File: src/rtl/bsc_pkg.sv
// Shared constants and types for the multi-stream ordered bit scanner.
package bsc_pkg;

    localparam int STREAMS     = 4;
    localparam int WORD_BITS   = 16;

    localparam int IN_FIELDS   = 4;
    localparam int IN_FIELD_W  = 16;
    localparam int IN_DATA_W   = IN_FIELDS * IN_FIELD_W;
    localparam int POS_W       = 32;
    localparam int STREAM_W    = 2;

    localparam int SCAN_BITS   = STREAMS * WORD_BITS;
    localparam int BIT_W       = $clog2(WORD_BITS);

    typedef struct packed {
        logic [SCAN_BITS-1:0] rest;
        logic [BIT_W-1:0]     bit_idx;
        logic [STREAM_W-1:0]  stream_idx;
    } bsc_find_t;

endpackage

File: src/rtl/bsc_find_first.sv
// Shared find-first unit: picks the lowest pending bit of the interleaved scan vector.
module bsc_find_first (
    input  logic [bsc_pkg::SCAN_BITS-1:0] scan_vec,
    output bsc_pkg::bsc_find_t            find
);
    import bsc_pkg::*;

    logic [SCAN_BITS-1:0] lowest;

    // Isolate the lowest set bit; bit j stands for word bit j/STREAMS of stream j%STREAMS.
    assign lowest = scan_vec & (~scan_vec + SCAN_BITS'(1));

    always_comb begin
        find.rest       = scan_vec ^ lowest;
        find.bit_idx    = '0;
        find.stream_idx = '0;
        for (int j = 0; j < SCAN_BITS; j++) begin
            if (lowest[j]) begin
                find.bit_idx    = find.bit_idx | BIT_W'(j / STREAMS);
                find.stream_idx = find.stream_idx | STREAM_W'(j % STREAMS);
            end
        end
    end

endmodule

File: src/rtl/multi_stream_ordered_bit_scanner.sv
// Top level of the multi-stream ordered bit scanner: sequencer, position base and output register.
//
// Usage:
//   s_ channel: one transfer carries one word of marker bits for each stream,
//   stream k in s_tdata[16k +: 16]. m_ channel: one transfer per set bit, with
//   the absolute position in m_tdata, the stream index in m_tuser and m_tlast
//   on the final result of each word. Results come out in ascending position,
//   lower stream first at equal positions.
//   cfg_wr_en/cfg_wr_data write start_position; write it only while idle.
// Timing:
//   A word is taken into a scan register; a find-first unit then retires one
//   set bit per cycle into the output register, except while a result waits on
//   m_tready; the first result passes through the scan register first. A word
//   with set bits keeps s_tready low until its last bit is retired, paced by
//   the single find-first unit; a word with no set bits gives no result and
//   the next transfer can follow in the next cycle. s_tready is low while
//   bits of a word remain to be retired.
// Reset and stall:
//   aresetn low clears the word counter, start_position and all pending work.
//   While m_tready is low with a result held, the output register holds and the scan stops.
module multi_stream_ordered_bit_scanner (
    input  logic                          aclk,
    input  logic                          aresetn,
    input  logic                          cfg_wr_en,
    input  logic [bsc_pkg::POS_W-1:0]     cfg_wr_data,
    input  logic                          s_tvalid,
    output logic                          s_tready,
    // s_tdata: stream0_bits, stream1_bits, stream2_bits, stream3_bits
    input  logic [bsc_pkg::IN_DATA_W-1:0] s_tdata,
    output logic                          m_tvalid,
    input  logic                          m_tready,
    // m_tdata: position
    output logic [bsc_pkg::POS_W-1:0]     m_tdata,
    // m_tuser: stream_index
    output logic [bsc_pkg::STREAM_W-1:0]  m_tuser,
    output logic                          m_tlast
);
    import bsc_pkg::*;

    logic [SCAN_BITS-1:0] scan_reg, scan_next;
    logic                 busy_reg, busy_next;
    logic [POS_W-1:0]     start_reg, start_next;
    logic [POS_W-1:0]     offset_reg, offset_next;
    logic [POS_W-1:0]     base_reg, base_next;
    logic                 m_valid_reg, m_valid_next;
    logic [POS_W-1:0]     pos_reg, pos_next;
    logic [STREAM_W-1:0]  sidx_reg, sidx_next;
    logic                 last_reg, last_next;

    logic [SCAN_BITS-1:0] load_vec;
    logic                 in_xfer;
    logic                 step;
    bsc_find_t            find;

    bsc_find_first u_find (
        .scan_vec (scan_reg),
        .find     (find)
    );

    // Interleave streams so bit order matches position order, lower stream first.
    always_comb begin
        load_vec = '0;
        for (int s = 0; s < STREAMS; s++) begin
            for (int i = 0; i < WORD_BITS; i++) begin
                load_vec[i*STREAMS + s] = s_tdata[s*IN_FIELD_W + i];
            end
        end
    end

    assign s_tready = !busy_reg;
    assign in_xfer  = s_tvalid && s_tready;
    assign step     = busy_reg && (!m_valid_reg || m_tready);

    always_comb begin
        scan_next    = scan_reg;
        busy_next    = busy_reg;
        start_next   = start_reg;
        offset_next  = offset_reg;
        base_next    = base_reg;
        m_valid_next = m_valid_reg;
        pos_next     = pos_reg;
        sidx_next    = sidx_reg;
        last_next    = last_reg;

        if (cfg_wr_en) begin
            start_next = cfg_wr_data;
        end

        if (in_xfer) begin
            scan_next   = load_vec;
            busy_next   = |load_vec;
            base_next   = start_reg + offset_reg;
            offset_next = offset_reg + POS_W'(WORD_BITS);
        end

        if (step) begin
            scan_next    = find.rest;
            busy_next    = |find.rest;
            m_valid_next = 1'b1;
            pos_next     = base_reg + POS_W'(find.bit_idx);
            sidx_next    = find.stream_idx;
            last_next    = ~|find.rest;
        end else if (m_tready) begin
            // drop the result once transferred
            m_valid_next = 1'b0;
        end
    end

    always_ff @(posedge aclk) begin
        if (!aresetn) begin
            scan_reg    <= '0;
            busy_reg    <= 1'b0;
            start_reg   <= '0;
            offset_reg  <= '0;
            m_valid_reg <= 1'b0;
        end else begin
            scan_reg    <= scan_next;
            busy_reg    <= busy_next;
            start_reg   <= start_next;
            offset_reg  <= offset_next;
            m_valid_reg <= m_valid_next;
        end
    end

    always_ff @(posedge aclk) begin
        base_reg <= base_next;
        pos_reg  <= pos_next;
        sidx_reg <= sidx_next;
        last_reg <= last_next;
    end

    assign m_tvalid = m_valid_reg;
    assign m_tdata  = pos_reg;
    assign m_tuser  = sidx_reg;
    assign m_tlast  = last_reg;

    // A word with any set bit keeps the scanner busy.
    a_load_busy: assert property (@(posedge aclk) disable iff (!aresetn)
        (in_xfer && |load_vec) |=> busy_reg)
        else $error("scanner not busy after nonempty word");

    // An idle scanner has no pending bits left.
    a_idle_empty: assert property (@(posedge aclk) disable iff (!aresetn)
        !busy_reg |-> (scan_reg == '0))
        else $error("pending bits while scanner idle");

    // A result that is not the last of its word leaves more work pending.
    a_more_pending: assert property (@(posedge aclk) disable iff (!aresetn)
        (m_valid_reg && !last_reg) |-> busy_reg)
        else $error("non-last result without pending bits");

endmodule

File: config.mk
export PLATFORM = sky130hd
export DESIGN_NAME = multi_stream_ordered_bit_scanner
export DESIGN_NICKNAME = d
export VERILOG_FILES = /design/src/rtl/bsc_pkg.sv /design/src/rtl/bsc_find_first.sv /design/src/rtl/multi_stream_ordered_bit_scanner.sv
export SDC_FILE = /design/constraint.sdc
export NUM_CORES = 1
export LEC_CHECK = 0
export BUFFER_PORTS_ARGS = -buffer_cell sky130_fd_sc_hd__buf_2
export CORE_ASPECT_RATIO = 1.25
export CORE_UTILIZATION = 45
export CTS_CLUSTER_DIAMETER = 80
export DETAILED_ROUTE_END_ITERATION = 7
export PLACE_DENSITY_LB_ADDON = 0.1
export REMOVE_ABC_BUFFERS = 1
export SKIP_CTS_REPAIR_TIMING = 1
export SYNTH_ARGS = -nofsm -noshare
export SYNTH_HDL_FRONTEND = slang
export SYNTH_SLANG_ARGS = --single-unit
File: constraint.sdc
create_clock -name aclk -period 5.7 [get_ports aclk]
set_input_delay 0.57 -clock aclk [delete_from_list [all_inputs] [get_ports aclk]]
set_output_delay 0.57 -clock aclk [all_outputs]
set_load 0.03 [all_outputs]
==> results of run 1 <==
-- metal layers --
layer	GRT usage (%)	routed length [um]	share of wire [%]	up-vias
li1	-	-	-	4717
met1	29.9	13300	40	4540
met2	47.5	16400	50	278
met3	5.17	1620	4.9	71
met4	15.3	1710	5.2	0
met5	0	0	0	-
-- cells by family after synthesis --
group / share of synthesized area, %
mux: 3.00
xor+xnor: 5.81
compound gates: 19.0
simple gates: 23.5
buf+inv: 3.12
fa+ha+maj: 4.36
flops: 41.2
-- cell type report --
| class | count | area (um^2) |
|---|---|---|
| Clock inverter | 14 | 115 |
| Fill cell | 2321 | 11400 |
| Sequential cell | 193 | 4530 |
| Timing Repair Buffer | 151 | 791 |
| Multi-Input combinational cell | 932 | 6140 |
| Tap cell | 325 | 407 |
| Inverter | 29 | 110 |
| Clock buffer | 18 | 429 |
| Antenna cell | 1 | 2.50 |
-- synth_stat cells, types with 4 or more instances --
library cell    n  share of area (%)
and2_1         26                1.5
a21o_1         15                1.0
and4_1          7               0.56
o211ai_1        4               0.27
or4_1           5               0.34
ha_1           32                3.6
clkbuf_1       51                1.7
a21oi_1        43                2.0
or3_1          19                1.1
nor4_1         30                1.7
mux2i_1        33                3.0
or2_2          11               0.63
maj3_1          4               0.36
nor3_1         24                1.1
dfxtp_1       126                 23
a22oi_1        59                4.0
nand2_1        69                2.4
o21a_1          9               0.61
o2111ai_1       4               0.32
and3_1         12               0.68
xor2_1         18                1.4
nand3b_1        4               0.27
o31ai_1         8               0.55
a31oi_1         4               0.23
nand2b_1       11               0.63
xnor2_1        55                4.4
nor2_1         77                2.6
o311ai_0        4               0.32
edfxtp_1       67                 18
a2111oi_0       7               0.56
nand4_1        29                1.6
inv_1          28               0.95
buf_1           6               0.20
a211oi_1        8               0.55
o21ai_0        98                4.5
a21boi_0       18                1.2
nand3_1        33                1.5
nor2b_1        99                5.6
-- worst paths after layout --
check	startpoint	endpoint
max	scan_reg[19]	m_tdata[28]
min	cfg_wr_data[19]	start_reg[19]
max reg2reg	scan_reg[19]	m_tdata[28]
min reg2reg	start_reg[3]	base_reg[3]
-- per-stage QoR --
step | total power [mW] | setup slack (ps) | utilization, % | area, um^2 | cells
after global routing | 3.48 | 120 | 52.4 | 12500 | 1662
final | 3.35 | 421 | 52.4 | 12500 | 1663
after floorplan | 1.98 | 562 | - | 10800 | 1154
after detailed placement | 2.23 | 487 | 50.2 | 12000 | 1630
after global placement | 2.23 | 550 | 50.2 | 12000 | 1630
after CTS | 3.38 | 432 | 52.4 | 12500 | 1662
-- worst max-delay path, stage by stage, from the launching register on --
cell and delay, ps:
dfxtp_1 390, or4_1 560, or4_4 550, or4_4 530
or2_4 270, o21ai_0 210, nand4b_1 170, or4b_1 150
ha_1 160, inv_1 50, fa_1 390, nor2b_1 130
o21ai_0 80, nand2b_1 180, nor2b_1 250, and2_1 240
nor2b_1 360, nand4_1 180, xnor2_1 150
-- power groups by stage --
stage                     registers (mW)  logic [mW]  clock network, mW
after floorplan                     1.64       0.334                  0
after global placement              1.62       0.610                  0
after detailed placement            1.62       0.608                  0
after CTS                           1.59       0.611               1.17
after global routing                1.60       0.661               1.22
final                               1.59       0.610               1.14
==> metrics.txt, run 1 <==
setup slack on the worst flop-to-flop path=420 ps; number of cells on the worst reg-to-reg path=18; number of clock buffers inserted by TritonCTS=17; placed wire-length estimate after detailed placement=~25000 um; Worst Hold Depth=3; first-pass GRT wire length=between 50000 and 60000 um; row count=between 60 and 70; x dimension of the die=142 um; share of power burned in combinational logic=18.2%; unrepaired setup endpoints after global routing=no; classification of the worst setup path=register to register; share of synthesized registers carrying an async set or reset=0%; count of antenna-violating nets left after detailed routing=0; actual slew at the worst max-slew pin=1030 ps; initial DRC count=532; portion of the clock cycle consumed by the worst path in the final layout=92.6%; max FFs per register=64; number of buffers added on ports=roughly 140; number of synthesized register bits=roughly 190; net switching component of the power=1.00 mW; largest net degree at the start of global routing=72; fmax=0.189 GHz; critical path startpoint category=register; number of iterations in the first detailed-routing pass=5; fraction of power spent switching nets=30.0%; Via density=5.78; total via count after detailed routing=9606; Synth Instances=1214; clock tree from TritonCTS=built; antenna violations before repair=1; required time at the worst-slack endpoint=between 5000 and 6000 ps; worst-case vdd ir drop=0.202 mV; data arrival time of the worst path=roughly 5500 ps; Clock Sink Count=a little under 200; Post-Syn Area=about 11000 um^2; kind of end point of the critical path=register; commonest cells after routing, fill and taps aside=buf_2 (137), dfxtp_1 (126), nor2b_1 (99); commonest non-fill, non-tap cell in the layout=buf_2; DR WL/cell=~20 um; predominant post-synthesis flop cell=dfxtp_1; Warnings, synthesis=0; RD Place Congestion=between 0.9 and 1; post-detailed-routing wire length=between 30000 and 40000 um; total of max-cap violations=0; Clock transition at path regs=roughly 70 ps; GRT Overall Usage=26.8%; Clock H-tree levels=4; overall die area=around 25000 um^2; Tmin final=5280 ps; Starting Density=46.1%; overflow left after global routing=0; clock skew=8.24 ps; maximum clock path buffer count=2; final net count=1459; Internal=approximately 2.3 mW; number of failing hold endpoints at the final stage=0; area delta synth->final=13.8%; max-slew violation total from the final report=0; Pwr Density=roughly 270 nW/um^2; outcome=complete, no violations; Setup violations, final=0; distinct cell type count of the synthesized netlist=roughly 80; core outline area=23900 um^2; total negative setup slack=0 ps; sequential share of the synthesized area=41.2%; number of flops mapped to enable cells by yosys=67; share of total power in sequential cells=47.7%; worst hold margin=383 ps; Worst slew margin=30.6%; number of global-route vias before repair=9235; die boundary height=177 um; Clock Root Buffer=clkbuf_16; clock network power share=34.1%; standby leakage power=4.86 nW; Mean Syn Cell Area=9.07 um^2; clock latency of the later-clocked register in the worst-skew pair=~440 ps; min-delay worst type=input pin to register; share of cells above drive strength 1=between 10% and 20%; maximum fanout count along the critical path=8; DRC=0; number of top-level design ports=138
No activity file was read; power rests on OpenSTA's default activity.
==> run 2: changes to the inputs <==
CORE_ASPECT_RATIO = 1.5   (was 1.25)
clock period = 6.74 ns   (was 5.7 ns; I/O delays follow)
==> run 2 against run 1 <==
Compared with the run above:
- design area is 0.26% higher
- clock power is essentially flat
- flip-flop and latch count unchanged
- first-iteration DRC count rose by 18%
- clock skew rose by 8.5 ps
- global-route usage rose by 0.20 points
- core utilization increased by 0.26 points
- hold slack better by 50 ps
- largest power group unchanged
==> metrics.txt, run 2 (same netlist as run 1, synthesis figures left out) <==
fraction of power spent switching nets=29.3%; kind of end point of the critical path=register; number of fillers in the final layout=2312; total via count after detailed routing=9603; largest net degree at the start of global routing=76; unrepaired setup endpoints after global routing=no; core outline area=23800 um^2; placed wire-length estimate after detailed placement=24900 um; max-slew violation total from the final report=0; required time at the worst-slack endpoint=6940 ps; die boundary height=194 um; Via density=5.82; net switching component of the power=around 0.87 mW; antenna violations before repair=0; worst-case vdd ir drop=0.195 mV; overall die area=25100 um^2; total negative setup slack=0 ps; clock skew=around 17 ps; clock network power share=37.5%; Clock H-tree levels=4; Starting Density=46.2%; commonest non-fill, non-tap cell in the layout=buf_2; grt met3 use=4.18%; final net count=around 1.5k; share of power burned in combinational logic=between 10% and 20%; Clock Sink Count=193; number of global-route vias before repair=about 9.4k; number of top-level design ports=between 100 and 150; data arrival time of the worst path=5800 ps; first-pass GRT wire length=approximately 50000 um; global-route met2 utilization=49.7%; share of total power in sequential cells=45.5%; count of antenna-violating nets left after detailed routing=0; maximum clock path buffer count=2; classification of the worst setup path=register to register; RD Place Congestion=approximately 1.0; cells along the critical path=or4_1 -> or4_4 -> nor3_2 -> buf_4 -> nand4_1 -> buf_4 -> nor3_1 -> nand3_1 -> nand4b_1 -> or4b_1 -> ha_1 -> inv_1 -> fa_1 -> nor2b_1 -> o21ai_0 -> nand2b_1 -> nor2b_1 -> and2_1 -> nor2b_1 -> nand4_1 -> xnor2_1; critical path startpoint category=register; min-delay src=start_reg[1]; DRC=0; worst path bufs/invs=3; x dimension of the die=130 um; Clock Root Buffer=clkbuf_16; count of inserted antenna diode cells=0; Max stage delay cell, worst path=or4_1; post-place instance area=~12000 um^2; standby leakage power=4.86 nW; number of clock buffers inserted by TritonCTS=17; actual slew at the worst max-slew pin=between 1000 and 1500 ps; number of failing hold endpoints at the final stage=0; Tmin final=5610 ps; GRT Overall Usage=27.0%; Top Family by Delay on Critical Path=simple AND/OR/NAND/NOR gates; Setup violations, final=0; clock tree from TritonCTS=built; total of max-cap violations=0; clock latency of the later-clocked register in the worst-skew pair=450 ps; Internal=2.10 mW; row count=between 60 and 70; portion of the clock cycle consumed by the worst path in the final layout=83.2%; maximum fanout count along the critical path=14; initial DRC count=630; number of buffers added on ports=137; fmax=0.178 GHz; outcome=complete, no violations; source of the critical timing path=scan_reg[19]; number of iterations in the first detailed-routing pass=7; Finished Layout Cells=1650; GRT met1 Usage=28.9%; highest-utilization routing layer at the global route stage=met2; PnR Total Power=between 2 and 3 mW; post-detailed-routing wire length=33000 um; Worst slew margin=30.5%; commonest cells after routing, fill and taps aside=buf_2 (137), dfxtp_1 (126), nor2b_1 (99); Placed Instances=1618; startpoint of the most critical register-to-register path=scan_reg[19]; crit-path max cell delay=560 ps; post-layout instance area=12600 um^2; share of cells above drive strength 1=15.0%; Clock transition at path regs=about 70 ps; CP most frequent cell=nor2b_1; min-delay worst type=register to register; area delta synth->final=14.1%; overflow left after global routing=0; Pwr Density=236 nW/um^2; DR WL/cell=about 20 um; max FFs per register=64
==> run 2: changes by cell type in the layout (fill, tap and decap cells not counted) <==
cell,change
buf_4,-6
bufinv_16,+3
clkbuf_1,-1
clkinv_1,-1
clkinv_2,-3
clkinv_4,-1
clkinvlp_2,-2
clkinvlp_4,+4
diode_2,-1
inv_8,+1
nor2_1,+1
nor2_2,-1
==> run 2: path summary, 6_finish.rpt <==
path                                    end  slack [ps]  cells past startpoint
worst min register to register  base_reg[1]         430                      0
worst max-delay path            m_tdata[28]        1130                     21
worst max register to register  m_tdata[28]        1130                     21
worst min-delay path            base_reg[1]         430                      0
==> run 2: area by class of cell <==
cell class                 instances  area (um^2)  share of cell area (%)
sequential                       193         4530                    36.1
multi-input combinational        932         6130                    48.8
inverter                          29          110                   0.877
clock buffer                      17          425                    3.39
timing repair buffer             145          746                    5.94
tap                              319          399                    3.18
clock inverter                    15          209                    1.66
==> run 2: per-layer routing <==
| layer | up-vias | share of wire, % |
|---|---|---|
| met1 | 4543 | 37 |
| met5 | - | 0 |
| li1 | 4697 | - |
| met2 | 278 | 53 |
| met4 | 0 | 5.3 |
| met3 | 85 | 4.3 |
==> run 2: power groups by stage <==
stage | sequential (mW) | clock [mW] | combinational (mW)
6_report | 1.35 | 1.11 | 0.506
5_1_grt | 1.36 | 1.18 | 0.552
4_1_cts | 1.35 | 1.14 | 0.506
3_5_place_dp | 1.37 | 0 | 0.504
3_3_place_gp | 1.37 | 0 | 0.505
2_1_floorplan | 1.39 | 0 | 0.282
==> run 2: stage by stage <==
stage | worst slack (ps) | util, % | hold WS [ps]
floorplan | 1600 | - | 408
global placement | 1340 | 50.0 | 411
detailed placement | 1260 | 50.0 | 423
CTS | 1200 | 52.7 | 436
global route | 638 | 52.7 | 451
finish | 1130 | 52.7 | 432
==> run 3: changes to the inputs <==
ABC_AREA = 1   (was unset)
clock period = 4.9 ns   (was 6.74 ns; I/O delays follow)
==> run 3 against run 2 <==
Compared with the run above:
- critical path type unchanged
- first-iteration DRC count is 5.7% higher
- sequential power is 42% higher
- die area is 6.5% higher
- critical path depth is 3 higher
- fmax is 24% higher
- via count is 26% higher
- clock skew is 5.4 ps lower
- count of clock-buffer cells in the layout is 2 higher
- setup slack worse by 740 ps
- critical endpoint is now m_tdata[27]
==> metrics.txt, run 3 <==
dominant combinational cell family by area after synthesis=simple AND/OR/NAND/NOR gates; Setup violations, final=0; clock network power share=around a third; number of failing hold endpoints at the final stage=0; Clock transition at path regs=80 ps; share of total power in sequential cells=a little over two fifths; area share of xor/xnor cells in the synthesized design=4.77%; post-synthesis compound-gate area fraction=11.2%; data arrival time of the worst path=4740 ps; number of top-level design ports=138; total negative setup slack=0 ps; Area contributors post-synth=dfxtp_1 (21%), edfxtp_1 (17%), nand2_1 (16%); basic-gate share of the synthesized area counting and, or, nand and nor cells=a little over a third; final net count=1979; placed wire-length estimate after detailed placement=35500 um; Clock H-tree levels=4; post-route core utilization=52.6%; share of synthesized registers carrying an async set or reset=0%; number of synthesized register bits=193; maximum clock path buffer count=2; largest net degree at the start of global routing=87; top cells by count, synth=nand2_1 (485), nor2_1 (284), inv_1 (131), dfxtp_1 (126), nand3_1 (97); area delta synth->final=15.0%; unrepaired setup endpoints after global routing=no; predominant post-synthesis flop cell=dfxtp_1; number of buffers added on ports=137; Starting Density=45.7%; clock skew=11.4 ps; number of global-route vias before repair=approximately 12k; max FFs per register=between 60 and 70; number of iterations in the first detailed-routing pass=6; number of clock buffers inserted by TritonCTS=17; area share of the leading cell type in the synthesized netlist=21.5%; clock tree from TritonCTS=built; total of max-cap violations=0; maximum fanout count along the critical path=6; Via density=5.53; commonest non-fill, non-tap cell in the layout=nand2_1; Mean Syn Cell Area=6.88 um^2; Tmin final=4510 ps; number of flops mapped to enable cells by yosys=67; commonest cells after routing, fill and taps aside=nand2_1 (483), nor2_1 (279), buf_2 (137); mux share of post-synthesis cell area=0%; min-delay worst type=input pin to register; fmax=0.222 GHz; first-pass GRT wire length=66600 um; Warnings, synthesis=0; die boundary height=approximately 200 um; Worst slew margin=3.16%; overflow left after global routing=0; total via count after detailed routing=12.1k; Pwr Density=339 nW/um^2; Post-Syn Area=approximately 12000 um^2; distinct cell type count of the synthesized netlist=48; kind of end point of the critical path=register; net switching component of the power=1.68 mW; GRT Overall Usage=approximately a third; Clock Root Buffer=clkbuf_16; antenna violations before repair=0; worst-case vdd ir drop=0.276 mV; adder and majority gate portion of the synthesized area=3.75%; largest area contributor in the netlist=dfxtp_1; Internal=2.89 mW; initial DRC count=666; share of cells above drive strength 1=12.8%; core outline area=25700 um^2; most numerous cell in the Yosys netlist=nand2_1; x dimension of the die=134 um; portion of the clock cycle consumed by the worst path in the final layout=92.0%; outcome=complete, no violations; required time at the worst-slack endpoint=5130 ps; row count=72; sequential share of the synthesized area=about 39%; fraction of power spent switching nets=between 30% and 40%; critical path startpoint category=register; actual slew at the worst max-slew pin=between 1000 and 1500 ps; Clock Sink Count=193; DRC=0; Synth Instances=between 1.5k and 2k; DR WL/cell=approximately 20 um; share of power burned in combinational logic=26.0%; clock latency of the later-clocked register in the worst-skew pair=470 ps; RD Place Congestion=roughly 1.1; classification of the worst setup path=register to register; max-slew violation total from the final report=0; overall die area=26800 um^2; count of inserted antenna diode cells=0; post-detailed-routing wire length=44600 um; number of fillers in the final layout=2592; worst hold margin=239 ps; standby leakage power=5.96 nW; count of antenna-violating nets left after detailed routing=0
==> run 3: per-stage QoR <==
step                worst slack [ps]  power (mW)  instances  instance area (um^2)
finish                           392        4.57       2190                 13500
global route                    1.43        4.76       2190                 13500
CTS                              211        4.57       2190                 13500
detailed placement               234        3.11       2158                 12900
global placement                 214        3.11       2158                 12900
floorplan                        578        2.62       1668                 11600
==> run 3: cells by family after synthesis <==
logic type               Yosys count
AND/OR/NAND/NOR                  993
AO/OA/AOI/OAI                    237
flip-flops                       193
buffers and inverters            186
XOR/XNOR                          64
adder cells (fa/ha/maj)           34
==> run 3: path summary, 6_finish.rpt <==
kind	start	endpoint	slack, ps	cells after the start
setup / recovery	scan_reg[37]	m_tdata[27]	390	24
hold / removal	cfg_wr_data[8]	start_reg[8]	240	3
setup reg to reg	scan_reg[37]	m_tdata[27]	390	24
hold reg to reg	start_reg[2]	base_reg[2]	430	0
==> run 3: cell type report <==
type | count | area, um^2 | area share (%)
clock buffer | 19 | 464 | 3.44
clock inverter | 13 | 140 | 1.04
inverter | 147 | 554 | 4.11
multi-input combinational | 1328 | 6550 | 48.5
sequential | 193 | 4530 | 33.6
tap | 333 | 417 | 3.09
timing repair buffer | 157 | 836 | 6.19
==> run 3: worst max-delay path, stage by stage (launching register included) <==
cell,delay (ps)
dfxtp_1,490
nor2_1,120
nand2_1,140
nor2_1,80
nand2_1,150
nor2_1,80
nand2_1,220
inv_2,60
nand2_1,120
nand2_1,150
or2_1,270
nor3_1,230
nand3_1,190
ha_1,320
a31oi_1,120
nor2_1,110
o21ai_1,110
nor3b_2,260
nand3_1,250
nor2_2,290
nand2_1,150
nor2_2,160
nand2_1,70
nand2_1,70
nand2_1,40
==> run 3: per-layer routing <==
| layer | part of all wire [%] | GRT usage (%) | routed length, um |
|---|---|---|---|
| met5 | 0 | 0 | 0 |
| met4 | 9.1 | 31.6 | 4060 |
| met3 | 4.0 | 4.70 | 1790 |
| met2 | 52 | 63.8 | 23300 |
| met1 | 35 | 31.8 | 15400 |
==> run 3: power groups by stage <==
stage | Clock (mW) | Combinational (mW) | Sequential [mW]
after detailed placement | 0 | 1.16 | 1.95
after global placement | 0 | 1.16 | 1.95
final | 1.46 | 1.19 | 1.92
after global routing | 1.54 | 1.29 | 1.93
after floorplan | 0 | 0.640 | 1.98
after CTS | 1.49 | 1.16 | 1.92
